[src/rtl/sldrv_pkg.sv]
// ----------------------------------------------------------------------------
// sldrv_pkg: shared types and constants
// Request and response payloads, the CSR bank, the update state and the
// blink-pattern table of the status LED driver.
// ----------------------------------------------------------------------------
`default_nettype none

package sldrv_pkg;

   localparam int unsigned LEVEL_W = 8;
   localparam int unsigned TIME_W  = 32;
   localparam int unsigned CSR_IDX_W  = 3;
   localparam int unsigned CSR_DATA_W = 16;

   // CSR indexes
   localparam logic [CSR_IDX_W-1:0] CSR_MAX_LEVEL      = 3'd0;
   localparam logic [CSR_IDX_W-1:0] CSR_SOLID_LEVEL    = 3'd1;
   localparam logic [CSR_IDX_W-1:0] CSR_PULSE_INTERVAL = 3'd2;
   localparam logic [CSR_IDX_W-1:0] CSR_PULSE_STEP     = 3'd3;
   localparam logic [CSR_IDX_W-1:0] CSR_FLASH_ENABLE   = 3'd4;

   // status codes
   localparam logic [1:0] STATUS_ERROR  = 2'd0;
   localparam logic [1:0] STATUS_GREEN  = 2'd1;
   localparam logic [1:0] STATUS_YELLOW = 2'd2;
   localparam logic [1:0] STATUS_RED    = 2'd3;

   // error code with its own all-LED toggle display
   localparam logic [3:0] CODE_BUF_EXHAUSTED = 4'd7;

   // pattern entries
   localparam logic [1:0] ENTRY_END    = 2'd0;
   localparam logic [1:0] ENTRY_GREEN  = 2'd1;
   localparam logic [1:0] ENTRY_YELLOW = 2'd2;
   localparam logic [1:0] ENTRY_RED    = 2'd3;

   localparam logic [TIME_W-1:0] TOGGLE_MS = 32'd300;
   localparam logic [TIME_W-1:0] STEP_MS   = 32'd500;
   localparam logic [TIME_W-1:0] PAUSE_MS  = 32'd3000;

   localparam logic [LEVEL_W-1:0] MAX_LEVEL_RST      = 8'd255;
   localparam logic [LEVEL_W-1:0] SOLID_LEVEL_RST    = 8'd128;
   localparam logic [15:0]        PULSE_INTERVAL_RST = 16'd20;
   localparam logic [LEVEL_W-1:0] PULSE_STEP_RST     = 8'd5;

   typedef struct packed {
      logic [TIME_W-1:0] now_ms;
      logic              quiet;
      logic              snoozed;
      logic [1:0]        status;
      logic [3:0]        error_code;
   } req_type;

   typedef struct packed {
      logic [LEVEL_W-1:0] green_level;
      logic [LEVEL_W-1:0] yellow_level;
      logic [LEVEL_W-1:0] red_level;
   } rsp_type;

   typedef struct packed {
      logic [LEVEL_W-1:0] max_level;
      logic [LEVEL_W-1:0] solid_level;
      logic [15:0]        pulse_interval_ms;
      logic [LEVEL_W-1:0] pulse_step;
      logic               flash_enable;
   } cfg_type;

   typedef struct packed {
      logic [TIME_W-1:0]  pulse_last_time;
      logic [LEVEL_W-1:0] pulse_level;
      logic               pulse_rising;
      logic [TIME_W-1:0]  flash_last_time;
      logic [1:0]         pattern_step;
      logic               pausing;
      logic [TIME_W-1:0]  pause_start;
      logic               all_on;
      rsp_type            drive;
   } state_type;

   // six blink patterns, four entries each; the last entry always ends it
   function automatic logic [1:0] pattern_entry(input logic [2:0] idx,
                                                input logic [1:0] step);
      logic [7:0] row;
      begin
         case (idx)
            3'd0:    row = {ENTRY_END, ENTRY_RED,    ENTRY_END,    ENTRY_RED};
            3'd1:    row = {ENTRY_END, ENTRY_END,    ENTRY_RED,    ENTRY_YELLOW};
            3'd2:    row = {ENTRY_END, ENTRY_RED,    ENTRY_YELLOW, ENTRY_RED};
            3'd3:    row = {ENTRY_END, ENTRY_END,    ENTRY_YELLOW, ENTRY_GREEN};
            3'd4:    row = {ENTRY_END, ENTRY_RED,    ENTRY_RED,    ENTRY_RED};
            3'd5:    row = {ENTRY_END, ENTRY_YELLOW, ENTRY_GREEN,  ENTRY_YELLOW};
            default: row = {ENTRY_END, ENTRY_END,    ENTRY_END,    ENTRY_END};
         endcase
         return row[{step, 1'b0} +: 2];
      end
   endfunction

endpackage

`default_nettype wire

[src/rtl/sldrv_csr.sv]
// ----------------------------------------------------------------------------
// sldrv_csr: configuration register bank
// Five write-only control registers, loaded from the CSR write channel.
// ----------------------------------------------------------------------------
`default_nettype none

module sldrv_csr (
   input  wire logic                              clock,
   input  wire logic                              reset,
   input  wire logic                              csr_valid,
   input  wire logic [sldrv_pkg::CSR_IDX_W-1:0]   csr_index,
   input  wire logic [sldrv_pkg::CSR_DATA_W-1:0]  csr_data,
   output sldrv_pkg::cfg_type                     cfg
);

   sldrv_pkg::cfg_type cfg_ff, cfg_in;

   always_comb begin
      cfg_in = cfg_ff;
      if (csr_valid) begin
         unique case (csr_index)
            sldrv_pkg::CSR_MAX_LEVEL:      cfg_in.max_level         = csr_data[7:0];
            sldrv_pkg::CSR_SOLID_LEVEL:    cfg_in.solid_level       = csr_data[7:0];
            sldrv_pkg::CSR_PULSE_INTERVAL: cfg_in.pulse_interval_ms = csr_data;
            sldrv_pkg::CSR_PULSE_STEP:     cfg_in.pulse_step        = csr_data[7:0];
            sldrv_pkg::CSR_FLASH_ENABLE:   cfg_in.flash_enable      = csr_data[0];
            default: ;
         endcase
      end
   end

   always_ff @(posedge clock) begin
      if (reset) begin
         cfg_ff.max_level         <= sldrv_pkg::MAX_LEVEL_RST;
         cfg_ff.solid_level       <= sldrv_pkg::SOLID_LEVEL_RST;
         cfg_ff.pulse_interval_ms <= sldrv_pkg::PULSE_INTERVAL_RST;
         cfg_ff.pulse_step        <= sldrv_pkg::PULSE_STEP_RST;
         cfg_ff.flash_enable      <= 1'b1;
      end else begin
         cfg_ff <= cfg_in;
      end
   end

   assign cfg = cfg_ff;

endmodule

`default_nettype wire

[src/rtl/sldrv_update.sv]
// ----------------------------------------------------------------------------
// sldrv_update: one LED update
// Next state and drive levels from the registered request, the current
// state and the CSRs. Purely combinational.
// ----------------------------------------------------------------------------
`default_nettype none

module sldrv_update (
   input  wire sldrv_pkg::req_type    req,
   input  wire sldrv_pkg::cfg_type    cfg,
   input  wire sldrv_pkg::state_type  cur,
   output sldrv_pkg::state_type       nxt
);

   logic [7:0]        solid_val;
   logic [2:0]        pat_idx;
   logic [1:0]        entry;
   logic              toggle_due;
   logic              step_due;
   logic              pause_done;
   logic              pulse_due;
   logic signed [9:0] pulse_sum;
   logic signed [9:0] max_ext;
   logic              flashing;

   assign solid_val = (cfg.solid_level < cfg.max_level) ? cfg.solid_level : cfg.max_level;

   assign pat_idx = (req.error_code >= 4'd1 && req.error_code <= 4'd6)
                    ? 3'(req.error_code - 4'd1) : 3'd0;
   assign entry   = sldrv_pkg::pattern_entry(pat_idx, cur.pattern_step);

   assign toggle_due = (req.now_ms - cur.flash_last_time) >= sldrv_pkg::TOGGLE_MS;
   assign step_due   = (req.now_ms - cur.flash_last_time) >= sldrv_pkg::STEP_MS;
   assign pause_done = (req.now_ms - cur.pause_start) >= sldrv_pkg::PAUSE_MS;
   assign pulse_due  = (req.now_ms - cur.pulse_last_time) >= {16'd0, cfg.pulse_interval_ms};

   assign pulse_sum = cur.pulse_rising
                      ? $signed({2'b00, cur.pulse_level}) + $signed({2'b00, cfg.pulse_step})
                      : $signed({2'b00, cur.pulse_level}) - $signed({2'b00, cfg.pulse_step});
   assign max_ext   = $signed({2'b00, cfg.max_level});

   assign flashing = cfg.flash_enable && req.status[1];

   always_comb begin
      nxt = cur;
      if (req.quiet) begin
         nxt.drive = '0;
      end else if (req.snoozed) begin
         nxt.drive             = '0;
         nxt.drive.green_level = solid_val;
      end else if (req.status == sldrv_pkg::STATUS_ERROR) begin
         if (req.error_code == sldrv_pkg::CODE_BUF_EXHAUSTED) begin
            if (toggle_due) begin
               nxt.flash_last_time = req.now_ms;
               nxt.all_on          = ~cur.all_on;
               nxt.drive.green_level  = cur.all_on ? 8'd0 : cfg.max_level;
               nxt.drive.yellow_level = cur.all_on ? 8'd0 : cfg.max_level;
               nxt.drive.red_level    = cur.all_on ? 8'd0 : cfg.max_level;
            end
         end else if (cur.pausing) begin
            nxt.drive = '0;
            if (pause_done) begin
               nxt.pausing      = 1'b0;
               nxt.pattern_step = 2'd0;
            end
         end else if (step_due) begin
            nxt.flash_last_time = req.now_ms;
            nxt.drive           = '0;
            nxt.pattern_step    = cur.pattern_step + 2'd1;
            case (entry)
               sldrv_pkg::ENTRY_GREEN:  nxt.drive.green_level  = cfg.max_level;
               sldrv_pkg::ENTRY_YELLOW: nxt.drive.yellow_level = cfg.max_level;
               sldrv_pkg::ENTRY_RED:    nxt.drive.red_level    = cfg.max_level;
               default: begin
                  // end of pattern: start the long off period
                  nxt.pausing      = 1'b1;
                  nxt.pause_start  = req.now_ms;
                  nxt.pattern_step = 2'd0;
               end
            endcase
         end
      end else if (flashing) begin
         nxt.drive = '0;
         if (pulse_due) begin
            nxt.pulse_last_time = req.now_ms;
            if (pulse_sum >= max_ext) begin
               nxt.pulse_level  = cfg.max_level;
               nxt.pulse_rising = 1'b0;
            end else if (pulse_sum <= 10'sd0) begin
               nxt.pulse_level  = 8'd0;
               nxt.pulse_rising = 1'b1;
            end else begin
               nxt.pulse_level = pulse_sum[7:0];
            end
         end
         if (req.status == sldrv_pkg::STATUS_RED) begin
            nxt.drive.red_level = nxt.pulse_level;
         end else begin
            nxt.drive.yellow_level = nxt.pulse_level;
         end
      end else begin
         nxt.drive = '0;
         case (req.status)
            sldrv_pkg::STATUS_RED:    nxt.drive.red_level    = solid_val;
            sldrv_pkg::STATUS_YELLOW: nxt.drive.yellow_level = solid_val;
            default:                  nxt.drive.green_level  = solid_val;
         endcase
      end
   end

endmodule

`default_nettype wire

[src/rtl/status_led_blink_code_driver.sv]
// ----------------------------------------------------------------------------
// status_led_blink_code_driver: status LED blink-code driver
// Turns timed status updates into green, yellow and red drive levels with
// blink codes, pulsing and solid display.
// ----------------------------------------------------------------------------
//  channel | direction | payload               | handshake
//  req_    | in        | sldrv_pkg::req_type   | req_valid / req_ready
//  rsp_    | out       | sldrv_pkg::rsp_type   | rsp_valid / rsp_ready
//  csr_    | in        | csr_index, csr_data   | csr_valid / csr_ready
//
//  One request per cycle sustained while rsp_ready is held; a response is valid once
//  its request has passed the input register, then the state/response register.
//  The update logic runs in the cycle the input register moves to the output.
//  Synchronous reset loads the reset state and the CSR defaults; csr_ready is 1.
//  A stalled response holds the pipe; the input register still takes one more.
// ----------------------------------------------------------------------------
`default_nettype none

module status_led_blink_code_driver (
   input  wire logic                              clock,
   input  wire logic                              reset,
   input  wire logic                              req_valid,
   output      logic                              req_ready,
   input  wire sldrv_pkg::req_type                req_data,
   output      logic                              rsp_valid,
   input  wire logic                              rsp_ready,
   output sldrv_pkg::rsp_type                     rsp_data,
   input  wire logic                              csr_valid,
   output      logic                              csr_ready,
   input  wire logic [sldrv_pkg::CSR_IDX_W-1:0]   csr_index,
   input  wire logic [sldrv_pkg::CSR_DATA_W-1:0]  csr_data
);

   sldrv_pkg::cfg_type   cfg;
   sldrv_pkg::req_type   in_data_ff;
   logic                 in_valid_ff, in_valid_in;
   logic                 rsp_valid_ff, rsp_valid_in;
   sldrv_pkg::state_type state_ff, state_in;
   sldrv_pkg::state_type state_rst;
   logic                 advance;

   assign csr_ready = 1'b1;

   // everything starts at zero except the pulse direction, which starts rising
   always_comb begin
      state_rst              = '0;
      state_rst.pulse_rising = 1'b1;
   end

   sldrv_csr u_csr (
      .clock     (clock),
      .reset     (reset),
      .csr_valid (csr_valid),
      .csr_index (csr_index),
      .csr_data  (csr_data),
      .cfg       (cfg)
   );

   sldrv_update u_update (
      .req (in_data_ff),
      .cfg (cfg),
      .cur (state_ff),
      .nxt (state_in)
   );

   assign advance   = in_valid_ff && (!rsp_valid_ff || rsp_ready);
   assign req_ready = !in_valid_ff || advance;

   assign in_valid_in  = (req_valid && req_ready) || (in_valid_ff && !advance);
   assign rsp_valid_in = advance || (rsp_valid_ff && !rsp_ready);

   always_ff @(posedge clock) begin
      if (req_valid && req_ready) begin
         in_data_ff <= req_data;
      end
   end

   always_ff @(posedge clock) begin
      if (reset) begin
         in_valid_ff  <= 1'b0;
         rsp_valid_ff <= 1'b0;
         state_ff     <= state_rst;
      end else begin
         in_valid_ff  <= in_valid_in;
         rsp_valid_ff <= rsp_valid_in;
         if (advance) begin
            state_ff <= state_in;
         end
      end
   end

   // drive levels in the state register are the last response
   assign rsp_valid = rsp_valid_ff;
   assign rsp_data  = state_ff.drive;

endmodule

`default_nettype wire
[config.mk]
export PLATFORM = sky130hd
export DESIGN_NAME = status_led_blink_code_driver
export DESIGN_NICKNAME = d
export VERILOG_FILES = /design/src/rtl/sldrv_pkg.sv /design/src/rtl/sldrv_csr.sv /design/src/rtl/sldrv_update.sv /design/src/rtl/status_led_blink_code_driver.sv
export SDC_FILE = /design/constraint.sdc
export NUM_CORES = 1
export LEC_CHECK = 0
export ABC_CLOCK_PERIOD_IN_PS = 6100
export BUFFER_PORTS_ARGS = -buffer_cell sky130_fd_sc_hd__buf_4
export CELL_PAD_IN_SITES_DETAIL_PLACEMENT = 1
export CELL_PAD_IN_SITES_GLOBAL_PLACEMENT = 2
export CORE_MARGIN = 2
export CORE_UTILIZATION = 38
export DETAILED_ROUTE_END_ITERATION = 8
export PLACE_DENSITY = 0.86
export SETUP_SLACK_MARGIN = 0.02
export SYNTH_ARGS = -nofsm -noshare
export SYNTH_HDL_FRONTEND = slang
export SYNTH_SLANG_ARGS = --single-unit
[constraint.sdc]
create_clock -name clock -period 6.1 [get_ports clock]
set_input_delay 1.22 -clock clock [delete_from_list [all_inputs] [get_ports clock]]
set_output_delay 1.22 -clock clock [all_outputs]
set_load 0.1 [all_outputs]
Word level (Yosys, flattened, before mapping):

Index checks and enable logic that the tools add are counted.

* bits of input ports: 64
* word-level logic and storage cells: 135
* output and inout bits: 27
* register bits after elaboration: 216

* order comparisons: 9
* eq/ne operators: 20
* reductions and logical operators: 36
* shifts and indexed selects: 1
* bitwise operators: 7
* $add $sub $neg: 7
* mux-type cells: 32

Operators by type and width (count)
* $mux W24: 8
* $mux W32: 3
* $sub A32 B32 Y32: 3
* $mux W8: 11
* $mux W67: 1
* $ge A32 B9 Y1 const B: 2
* $pmux W6 S6: 1
* $mux W35: 1
* $ge A32 B12 Y1 const B: 1
* $ge A32 B16 Y1: 1
* $reduce_and A7 Y1: 3
* $mux W9: 2
* $eq A3 B2 Y1 const B: 4
* $reduce_and A6 Y1: 2
* $ge A10 B9 Y1: 1
* $le A10 B1 Y1 const B: 1
* $mux W10: 1
* $reduce_and A2 Y1: 5
* $reduce_and A5 Y1: 2
* $add A8 B8 Y9: 1
* $eq A3 B3 Y1 const B: 3
* $mux W3: 3
* $sub A8 B8 Y9: 1
* $eq A2 B2 Y1 const B: 4
* 24 further kinds: 47

Longest topological paths before layout:

Gate-level depths: netlist (run 1).

* word-level depth: 14
* mapped depth: 21

By module:

From an unflattened synthesis (run 1), not the netlist that was laid out.

* cell total of the unflattened synthesis: 2417
* area, all modules: 20223.1 um^2

By module, submodules not included
* sldrv_update: instances 1, area each 11045.6 um^2, cells each 1597
* status_led_blink_code_driver: instances 1, area each 7424.6 um^2, cells each 653
* sldrv_csr: instances 1, area each 1752.9 um^2, cells each 167

Worst setup path after synthesis (run 1):

No wires, ideal clock.

* kind: flip-flop to flip-flop
* start: register in_data_ff[8] (netlist bit)
* end: register state_ff, in the netlist rsp_data[10]
* library setup time: 114 ps
* buffers on the path: 1
* period minus slack after synthesis: 4640 ps
* path slack: 1460 ps
* data required time: 5986 ps
* cell stages (with the launch flop): 22
* arrival time: 4526 ps
* cells stage by stage: edfxtp_1 -> inv_1 -> ha_1 -> fa_1 -> and2b_1 -> o2111ai_1 -> a211o_1 -> nor2b_1 -> o21ai_0 -> xor2_1 -> ha_1 -> a21oi_1 -> nor2b_1 -> o21ai_0 -> o2111ai_1 -> a211o_1 -> or4_1 -> nor4_4 -> buf_6 -> mux2i_1 -> a21oi_1 -> a21o_1

* word-level cells in the longest chain between the ends: 8
* elaborated cells between the ends (all ways): 14
* classes of those cells: 2 x add/sub; 3 x order compare; 2 x eq/ne; 6 x mux; 1 x reduce/logical

Ends and longest elaborated chain
* from (decl): line status_led_blink_code_driver.sv:35 `sldrv_pkg::req_type in_data_ff;`
* from (signal assigned): line status_led_blink_code_driver.sv:74 `in_data_ff <= req_data;`
* $sub A32 B32 Y32: line sldrv_update.sv:35 `assign pulse_due = (req.now_ms - cur.pulse_last_time) >= {16'd0, cfg.pulse_interval_ms};`
* $ge A32 B16 Y1: line sldrv_update.sv:35
* $mux W9: line sldrv_update.sv:84 `if (pulse_due) begin`
* $mux W8: line sldrv_update.sv:96 `if (req.status == sldrv_pkg::STATUS_RED) begin`
* $mux W24: line sldrv_update.sv:82 `end else if (flashing) begin`
* $mux W24: line sldrv_update.sv:51 `end else if (req.status == sldrv_pkg::STATUS_ERROR) begin`
* $mux W24: line sldrv_update.sv:48 `end else if (req.snoozed) begin`
* $mux W24: line sldrv_update.sv:46 `if (req.quiet) begin`
* to (signal assigned): line status_led_blink_code_driver.sv:82 `state_ff <= state_rst;`
* to (signal assigned): line status_led_blink_code_driver.sv:87 `state_ff <= state_in;`
* to (decl): line status_led_blink_code_driver.sv:38 `sldrv_pkg::state_type state_ff, state_in;`

Parallel ways exist; a longest one is shown, timed or not.
A chain may end at the register's enable or synchronous reset.

Final worst setup path (run 1):

* start: register in_data_ff[9] (netlist bit)
* end: register state_ff, in the netlist rsp_data[3]

Same word-level chain as after synthesis.

==> impl_results.md, run 1 <==
- Hold WC Path Type: register to register
- Post-cts sizing count: 0
- Die X: around 210 microns
- Leakage: 6.92 nW
- Vias per cell: 5.68
- Pwr Density: 214 nW/um^2
- Clock Skews: 0.0342 ns
- Hold endpoint: rsp_data[12]
- Initial antenna violation count: 0
- Clock buffer count from CTS: 28
- WS Path Type: register to register
- Drt first pass iters: 5
- Number of fill cells: 5,333
- Mean Syn Cell Area: 7.98 sq um
- Ant. Diodes: 0
- GRT overflow: 0
- All-layer global routing usage: 23.1%
- Largest family of logic cells by synthesized area: compound AO/OA/AOI/OAI gates
- Io pins: between 90 and 100
- Root buf cell: clkbuf_16
- FFs w/ async S/R, synth: 0%
- Fin crit period: 5.32 ns
- Area grow syn2layout: 10.9%
- CP Launch Type: register
- Data arrival, critical path: 5.83 ns
- Crit Reg-Reg Startpoint: in_data_ff[9]
- First-pass GRT wire length: 86.7 mm
- Worst VDD drop: 212 uV
- Vias in the first global route: 16,176
- GP Congestion: 0.908
- Complex-gate fraction of the synthesized area: a little under a quarter
- Die height: approximately 210 microns
- Status: completed
- Final Routed Wirelength: approximately 54 mm
- Xor/xnor share of the synthesized area: 2.66%
- Crit end category: register
- Dpl hpwl: 41.7 mm
- Most frequent cells in the layout: nand2_1, nor2_1, dfxtp_1
- Worst Path Max Fanout: 17
- WL/cell: 19.6 microns
- Yosys top cell by area: dfxtp_1
- Worst slew margin: 16.7%
- Largest net degree at the start of global routing: 80
- CTS tree: built
- Core area: 43,900 sq um
- Number of nets still failing antenna checks after routing: 0
- Top FF cell, synth: dfxtp_1
- Origin of the worst min-delay path: rsp_data[12]
- Sequential fraction of the synthesis area: 28.1%
- Mux share of post-synthesis cell area: 7.50%
- Longest Clk Path Bufs: 3
- Share of the synthesized area in the top cell type: a little over a fifth
- Reg2Reg Capture Point: rsp_data[3]
- PortBufs: 89
- Hold-fix buffers, CTS: 0
- Final nets: 2,333
- Clock Latency Late Sink: 0.59 ns
- # H-tree levels: 1
- Hold slack: around 0.45 ns
- Critical Path RT: 6.62 ns
- Yosys warns: 0
- Layout cells sized above 1: under 10%
- Max-cap violations: 0
- Post-synth EDFFs: 40
- RSZ-0062 raised after global routing: no
- Row count: between 70 and 80
- Synth Area in Simple Gates: ~20%
- Initial core utilization: 38.3%
- Post-synthesis cell type count: 96
- 1st-iter DRT viols: 741
- Fmax: 188 MHz
- Reg2reg setup slack: between 0.7 and 0.8 ns
- Most common cell after layout, fill and taps aside: nand2_1
- R2R cell count: 19
- CTS Sinks: 216
- Worst Tran Pin Value: about 1.2 ns
- Hold path depth: 1
- Die area: around 46,000 sq um
- DR vias: 15,523
- Synthesis-stage register bit count: 216
- Mapped Area: between 15,000 and 20,000 sq um
- Postcts setup bufs: 0
- Synth area leaders: dfxtp_1, ha_1, edfxtp_1
- Post-Synth Adder-Cell Area: 11.3%
- Fin crit share: 87.2%
- Worst-path clk slew: 0.06 ns
- Setup TNS: 0 ns
- # DRC: 0
- Final hold vios: 0
- Max-slew violation count: 0
- Syn Inst Count: 2,105
- Syn_nets: 2,318
- Final setup violation count: 0
through the flow:
stage | setup WS [ns] | total power [mW] | area (sq um) | util, % | std cells
global placement | 0.828 | 2.28 | 17700 | 40.2 | 2682
CTS | 0.734 | 4.04 | 18600 | 42.4 | 2734
floorplan | 1.46 | 2.08 | 16800 | - | 2105
global route | 0.347 | 4.17 | 18600 | 42.4 | 2734
finish | 0.783 | 3.99 | 18600 | 42.4 | 2734
detailed placement | 0.753 | 2.31 | 17700 | 40.2 | 2682
metal layers:
metal / up-vias / share of wire [%] / routed length, microns / track usage, %
li1: 7546 / - / - / -
met1: 7564 / 43 / 23300 / 28.1
met2: 296 / 48 / 25900 / 40.9
met3: 117 / 3.6 / 1960 / 3.22
met4: 0 / 4.6 / 2450 / 9.51
met5: - / 0 / 0 / 0
worst max-delay path: stages (launching register included):
cell       delay, ns
edfxtp_1        0.48
inv_1           0.17
fa_1            0.48
and2b_1         0.23
o2111ai_1       0.16
a211o_1         0.45
nor2b_1         0.20
xnor2_1         0.15
ha_1            0.30
nand2_1         0.06
o21ai_0         0.13
nor3_1          0.29
o32ai_1         0.11
a211o_1         0.23
or4_1           0.45
nor4_4          0.44
buf_4           0.35
nand4_4         0.19
o211a_1         0.27
o2bb2ai_1       0.12
worst max-delay path by stage:
stage | slack, ns | cells past startpoint | from | to
after floorplan | 1.46 | 21 | in_data_ff[8] | rsp_data[10]
after detailed placement | 0.75 | 19 | in_data_ff[9] | rsp_data[7]
after CTS | 0.73 | 19 | in_data_ff[9] | rsp_data[3]
final | 0.78 | 19 | in_data_ff[9] | rsp_data[3]
after global placement | 0.83 | 20 | in_data_ff[9] | rsp_data[5]
after global routing | 0.35 | 19 | in_data_ff[9] | state_ff[116]
flip-flops by register name (all words and copies together) (netlist names):
signal	count
state_ff	109
in_data_ff	40
in_valid_ff	1
rsp_data	24
u_csr.cfg	41
rsp_valid	1
cell usage after synthesis, types with 7 or more instances:
cell and count:
nor2_1 194, and3_1 11, nor3b_1 11, nor4_1 13
clkbuf_1 59, nand2b_1 23, o2bb2ai_1 15, buf_4 33
and2_1 20, edfxtp_1 40, mux2_2 7, a2111oi_0 9
nand3_1 46, ha_1 144, o21ai_1 8, dfxtp_1 176
o21ai_0 91, o22ai_1 8, a22oi_1 30, a211o_1 8
a211oi_1 26, xnor2_1 32, o21bai_1 8, o31ai_1 8
nand4_1 27, inv_1 174, nand2_1 256, or3_1 20
a211oi_2 10, xor2_1 19, nor2b_1 18, nor3_1 31
a21oi_1 163, o211ai_1 29, buf_6 9, a21o_1 37
o2111ai_1 12, mux2i_1 118, a31oi_1 16, buf_2 11
o21a_1 14
cell type report:
type	instances	area, sq um	area share (%)
multi-input cells	1598	10800	57.9
flip-flops and latches	216	4720	25.3
clock buffers	43	878	4.71
repair buffers	101	758	4.07
well taps	592	741	3.97
inverters	175	657	3.52
clock inverters	9	91.3	0.490
kinds of logic after synthesis:
| kind of cell | Yosys count |
|---|---|
| and+or+nand+nor | 711 |
| AOI/OAI and AO/OA | 561 |
| buffers and inverters | 291 |
| DFF | 216 |
| adders and majority gates | 149 |
| muxes | 125 |
| xor gates and xnor gates | 51 |
| other | 1 |
power breakdown:
part	internal, mW	switching (mW)	leakage, nW	total [mW]
registers	1.49	0.0544	1.81	1.54
logic	0.278	0.464	4.63	0.741
clock network	1.03	0.675	0.479	1.71
total	2.80	1.19	6.92	3.99
No activity file was read; power rests on OpenSTA's default activity.
==> run 2, diff against run 1 <==
CELL_PAD_IN_SITES_DETAIL_PLACEMENT = 2   (was 1)
CORE_MARGIN = 4   (was 2)
==> run 2 against run 1 <==
Worst setup slack worse by 0.29 ns. Register-to-register slack worse by 0.29 ns. Sequential share of layout area about the same. Die area up 3.8%. Clock skew up 0.0028 ns. Routed wire length up 14%. Combinational power up 3.5%. Non-clock buffer count down 1. Via count up 2.2%. Cell area about the same. Critical endpoint is now state_ff[122]. Highest routed layer unchanged.
==> impl_results.md, run 2 (synthesis results as in run 1) <==
- Final setup violation count: 0 (unchanged)
- Biggest register: state_ff
- Row count: 76 (-1.3%)
- 1st-iter DRT viols: 724 (-2.3%)
- DR vias: 15,858 (+2.2%)
- Final Routed Wirelength: 61.2 mm (+14%)
- Critical Path Slowest Stage Cell: edfxtp_1
- Layout cells sized above 1: 9.16% (-0.034 points)
- Vias per cell: 5.82 (+2.5%)
- Die area: 47,700 sq um (+3.8%)
- Crit end category: register
- Critical Path RT: 6.52 ns (-0.10 ns)
- Clock buffer count from CTS: 27 (-3.6%)
- Setup WS post-layout: 0.494 ns (-0.289 ns)
- GRT overflow: 0 (unchanged)
- Register Area: 4720 sq um (unchanged)
- Max reg flops: 109 (unchanged)
- Number of nets still failing antenna checks after routing: 0 (unchanged)
- Hold-fix buffers, CTS: 0 (unchanged)
- Reg2Reg Capture Point: state_ff[122]
- Worst-path clk slew: 0.06 ns (about the same)
- Postcts setup bufs: 0 (unchanged)
- Fin crit period: 5.61 ns (+0.289 ns)
- First-pass GRT wire length: 97.6 mm (+13%)
- Worst slew margin: 17.9% (+1.3 points)
- Clock Skews: 0.0370 ns (+0.00277 ns)
- Fin crit share: 91.9% (+4.7 points)
- Initial antenna violation count: 0 (unchanged)
- # DRC: 0 (unchanged)
- Worst VDD drop: 211 uV (-0.46%)
- Core area: 43,400 sq um (-1.3%)
- Max-slew violation count: 0 (unchanged)
- Largest net degree at the start of global routing: 71 (-11%)
- Fmax: 178 MHz (-5.1%)
- Leakage: 6.92 nW (about the same)
- Reg2reg setup slack: 0.49 ns (-0.29 ns)
- Crit Reg-Reg Startpoint: in_data_ff[9]
- Area of the multi-input gates: 10,800 sq um (unchanged)
- CP Launch Type: register
- Setup crit end: state_ff[122]
- Pwr Density: 220 nW/um^2 (+2.6%)
- Most frequent cells in the layout: nand2_1, nor2_1, dfxtp_1
- PortBufs: 89 (unchanged)
- R2R cell count: 21 (+2)
- Max-cap violations: 0 (unchanged)
- Hold slack: 0.461 ns (+0.00983 ns)
- Root buf cell: clkbuf_16
- Max stage delay on crit path: 0.51 ns (+0.03 ns)
- Number of fill cells: 4,883 (-8.4%)
- Dpl hpwl: 46.4 mm (+11%)
- CP cell instances: inv_1 -> fa_1 -> and2b_1 -> o2111ai_1 -> a211o_1 -> nor2b_1 -> o21ai_0 -> xor2_1 -> ha_1 -> a21oi_1 -> nor2b_1 -> o21ai_0 -> o2111ai_1 -> a211o_1 -> or4_1 -> nor4_4 -> buf_4 -> nor3_4 -> buf_4 -> mux2i_1 -> nor2_1
- Most common cell after layout, fill and taps aside: nand2_1
- Drt first pass iters: 5 (unchanged)
- Longest Clk Path Bufs: 3 (unchanged)
- # H-tree levels: 1 (unchanged)
- CTS Sinks: 216 (unchanged)
- Clock Latency Late Sink: 0.59 ns (about the same)
- WS Path Type: register to register
- GP Congestion: 0.879 (-3.2%)
- Setup TNS: 0 ns (unchanged)
- Area grow syn2layout: 10.9% (about the same)
- CTS tree: built
- Vias in the first global route: 17,584 (+8.7%)
- Hold WC Path Type: register to register
- Data arrival, critical path: 6.03 ns (+0.20 ns)
- DP Worst Slack: 0.577 ns (-0.176 ns)
- Worst Path Max Fanout: 50 (+33)
- All-layer global routing usage: 25.1% (+2.0 points)
- Worst Tran Pin Value: 1.22 ns (-0.0157 ns)
- Io pins: 91 (unchanged)
- Final hold vios: 0 (unchanged)
- Final core utilization: 43.0% (+0.55 points)
- Post-cts sizing count: 0 (unchanged)
- Crit path from: in_data_ff[9]
- Initial core utilization: 38.8% (+0.50 points)
- RSZ-0062 raised after global routing: no
- WL/cell: 22.5 microns (+14%)
- Status: completed
- Die height: 218 microns (+1.9%)
- Die X: 218 microns (+1.9%)
- Ant. Diodes: 0 (unchanged)
- Final nets: 2,331 (-0.086%)
-- run 2: cell count changes in the layout (fill, tap and decap cells not counted), sizes merged --
cell,previous run,this run
clkbuf,43,37
inv,175,178
bufinv,1,3
clkinv,7,5
buf,101,100
clkinvlp,1,2
-- run 2: critical path: cells and delay by family, from the launching register on --
kind | cells | cell delay, ns
flops | 1 | 0.51
fa+ha+maj | 2 | 0.68
simple gates | 7 | 1.31
compound gates | 7 | 1.59
xor+xnor | 1 | 0.11
buf+inv | 3 | 0.91
mux | 1 | 0.28
-- run 2: through the flow --
stage	power [mW]	cell area, sq um	std cells
2_1_floorplan	2.08	16800	2105
3_3_place_gp	2.28	17700	2674
3_5_place_dp	2.33	17700	2674
4_1_cts	4.14	18600	2724
5_1_grt	4.27	18600	2724
6_report	4.09	18600	2724
-- run 2: worst min path at each step --
| stage | depth (start not counted) | from | endpoint |
|---|---|---|---|
| after detailed placement | 1 | rsp_data[16] | rsp_data[16] |
| after global routing | 2 | state_ff[62] | state_ff[62] |
| after global placement | 2 | state_ff[62] | state_ff[62] |
| after floorplan | 1 | rsp_data[10] | rsp_data[10] |
| final | 2 | u_csr.cfg[23] | u_csr.cfg[23] |
| after CTS | 2 | u_csr.cfg[23] | u_csr.cfg[23] |
-- run 2: layer usage --
layer	share of wire, %	routed length [microns]	global-route usage [%]	vias up
met3	3.6	2190	3.16	119
met2	51	31200	46.8	298
met1	41	25200	29.4	7919
li1	-	-	-	7522
met4	4.3	2610	9.25	0
met5	0	0	0	-
-- run 2: cell type report --
cell class,count,area share [%]
Clock buffer,37,4.38
Clock inverter,13,0.893
Inverter,175,3.52
Tap cell,585,3.93
Sequential cell,216,25.3
Timing Repair Buffer,100,4.03
Multi-Input combinational cell,1598,57.9
-- run 2: where the power goes --
part | leakage [nW] | total (mW) | internal [mW] | switching, mW
logic | 4.62 | 0.767 | 0.280 | 0.487
registers | 1.81 | 1.54 | 1.49 | 0.0573
clock network | 0.484 | 1.78 | 1.07 | 0.714
==> run 3, diff against run 2 <==
PLACE_DENSITY = unset   (was 0.86)
PLACE_DENSITY_LB_ADDON = 0.1   (was unset)
==> run 3 against run 2 <==
Maximum frequency is 0.26% higher. Cell count is 0.22% higher. Clock power hardly changed. Core utilization is 0.092 points higher. Sequential share of layout area is 0.054 points lower. Die area stayed put. Sequential cell count stayed put. Sequential power hardly changed. First-iteration DRC count is 15% lower. Largest cell class unchanged. Largest power group unchanged.
==> impl_results.md, run 3 (synthesis results as in run 1) <==
- # DRC: 0 (unchanged)
- Die area: 47,700 sq um (unchanged)
- PortBufs: 89 (unchanged)
- Status: completed
- Max reg flops: 109 (unchanged)
- Hold WC Path Type: register to register
- Io pins: 91 (unchanged)
- Total chip power: 4.07 mW (-0.53%)
- Clock buffer count from CTS: 28 (+3.7%)
- # H-tree levels: 1 (unchanged)
- Pwr Density: 218 nW/um^2 (-0.75%)
- Worst slew margin: 23.3% (+5.4 points)
- Worst VDD drop: 340 uV (+61%)
- Row count: 76 (unchanged)
- Longest Clk Path Bufs: 3 (unchanged)
- Postcts setup bufs: 0 (unchanged)
- Die X: 218 microns (unchanged)
- Placed Area: 17,700 sq um (+0.21%)
- Fin crit period: 5.59 ns (-0.0144 ns)
- Hold slack: 0.460 ns (-0.000552 ns)
- Initial antenna violation count: 0 (unchanged)
- Worst Path Max Fanout: 32 (-36%)
- Post-cts sizing count: 0 (unchanged)
- Most common cell after layout, fill and taps aside: nand2_1
- Critical Path RT: 6.51 ns (about the same)
- All-layer global routing usage: 25.1% (about the same)
- Final setup violation count: 0 (unchanged)
- Fin cells: 2,730 (+0.22%)
- WL/cell: 22.4 microns (-0.51%)
- Max-cap violations: 0 (unchanged)
- Final Routed Wirelength: 61.1 mm (-0.29%)
- Setup WS post-layout: 0.509 ns (+0.0144 ns)
- Layout cells sized above 1: 9.42% (+0.25 points)
- Root buf cell: clkbuf_16
- Most frequent cells in the layout: nand2_1, nor2_1, dfxtp_1
- Data arrival, critical path: 6.00 ns (-0.03 ns)
- CTS tree: built
- Core area: 43,400 sq um (unchanged)
- GP Congestion: 0.894 (+1.8%)
- Crit Reg-Reg Startpoint: in_data_ff[9]
- Final hold vios: 0 (unchanged)
- Worst-path clk slew: 0.06 ns (about the same)
- Ant. Diodes: 0 (unchanged)
- Dpl hpwl: 47.2 mm (+1.8%)
- Hold-fix buffers, CTS: 0 (unchanged)
- DP Cell Count: 2,678 (+0.15%)
- Setup TNS: 0 ns (unchanged)
- Number of nets still failing antenna checks after routing: 0 (unchanged)
- Largest net degree at the start of global routing: 65 (-8.5%)
- Vias per cell: 5.79 (-0.50%)
- Leakage: 6.94 nW (+0.25%)
- Initial core utilization: 38.8% (unchanged)
- Crit end category: register
- 1st-iter DRT viols: 618 (-15%)
- Vias in the first global route: 17,203 (-2.2%)
- Final instance area: 18,700 sq um (+0.21%)
- Fin crit share: 91.7% (-0.24 points)
- CP Launch Type: register
- Number of fill cells: 4,965 (+1.7%)
- CTS Sinks: 216 (unchanged)
- GRT overflow: 0 (unchanged)
- Area grow syn2layout: 11.1%
- Final nets: 2,336 (+0.21%)
- WS Path Type: register to register
- Clock Skews: 0.0245 ns (-0.0125 ns)
- Clock Latency Late Sink: 0.58 ns (about the same)
- Final core utilization: 43.1% (+0.092 points)
- Crit path from: in_data_ff[9]
- Die height: 218 microns (unchanged)
- DP Worst Slack: 0.577 ns (-0.000535 ns)
- First-pass GRT wire length: 96.4 mm (-1.3%)
- DR vias: 15,814 (-0.28%)
- Max-slew violation count: 0 (unchanged)
- Drt first pass iters: 7 (+2)
- Worst Tran Pin Value: 1.14 ns (-0.0834 ns)
- RSZ-0062 raised after global routing: no
- Origin of the worst min-delay path: state_ff[82]
- Biggest register: state_ff
- Fmax: 179 MHz (+0.26%)
## run 3: cell count changes in the layout (fill, tap and decap cells not counted)
cell and delta:
nor4_2 +1, clkinv_2 +1, clkinv_8 +1, buf_4 +4
clkbuf_8 +1, inv_6 +3, inv_2 -1, clkbuf_1 +1
inv_4 -2, nor4_1 -1, inv_16 -1, clkbuf_16 -1
## run 3: worst paths after layout
check / end / slack [ns] / cells past startpoint
max: state_ff[126] / 0.51 / 19
min: state_ff[82] / 0.46 / 2
max reg2reg: state_ff[126] / 0.51 / 19
min reg2reg: state_ff[82] / 0.46 / 2
## run 3: cell type report
| cell class | count | area [sq um] | share of cell area, % |
|---|---|---|---|
| inverters | 175 | 658 | 3.52 |
| clock inverters | 14 | 176 | 0.944 |
| well taps | 585 | 732 | 3.92 |
| flip-flops and latches | 216 | 4720 | 25.3 |
| clock buffers | 38 | 808 | 4.33 |
| multi-input cells | 1598 | 10800 | 57.8 |
| repair buffers | 104 | 781 | 4.18 |
## run 3: worst max-delay path, cell delays in order, from the launching register on
cell	delay (ns)
edfxtp_1	0.52
inv_1	0.20
fa_1	0.48
and2b_1	0.23
o2111ai_1	0.15
a211o_1	0.44
nor2b_1	0.20
xnor2_1	0.14
ha_1	0.30
nand2_1	0.05
o21ai_0	0.23
a41oi_1	0.08
o32ai_1	0.33
a211o_1	0.13
or4_1	0.13
nor4_4	0.08
nor3_4	0.73
buf_4	0.62
mux2i_1	0.29
nor2_1	0.06
## run 3: report_power, final
part,switching (mW),leakage [nW],internal (mW)
clock network,0.700,0.482,1.06
logic,0.486,4.64,0.281
registers,0.0582,1.81,1.49
total,1.24,6.94,2.83
## run 3: layer usage
| metal | vias to the layer above | routed length [microns] | GRT usage (%) |
|---|---|---|---|
| li1 | 7552 | - | - |
| met1 | 7910 | 26300 | 30.1 |
| met2 | 244 | 30800 | 46.4 |
| met3 | 108 | 1520 | 2.61 |
| met4 | 0 | 2500 | 8.81 |
| met5 | - | 0 | 0 |
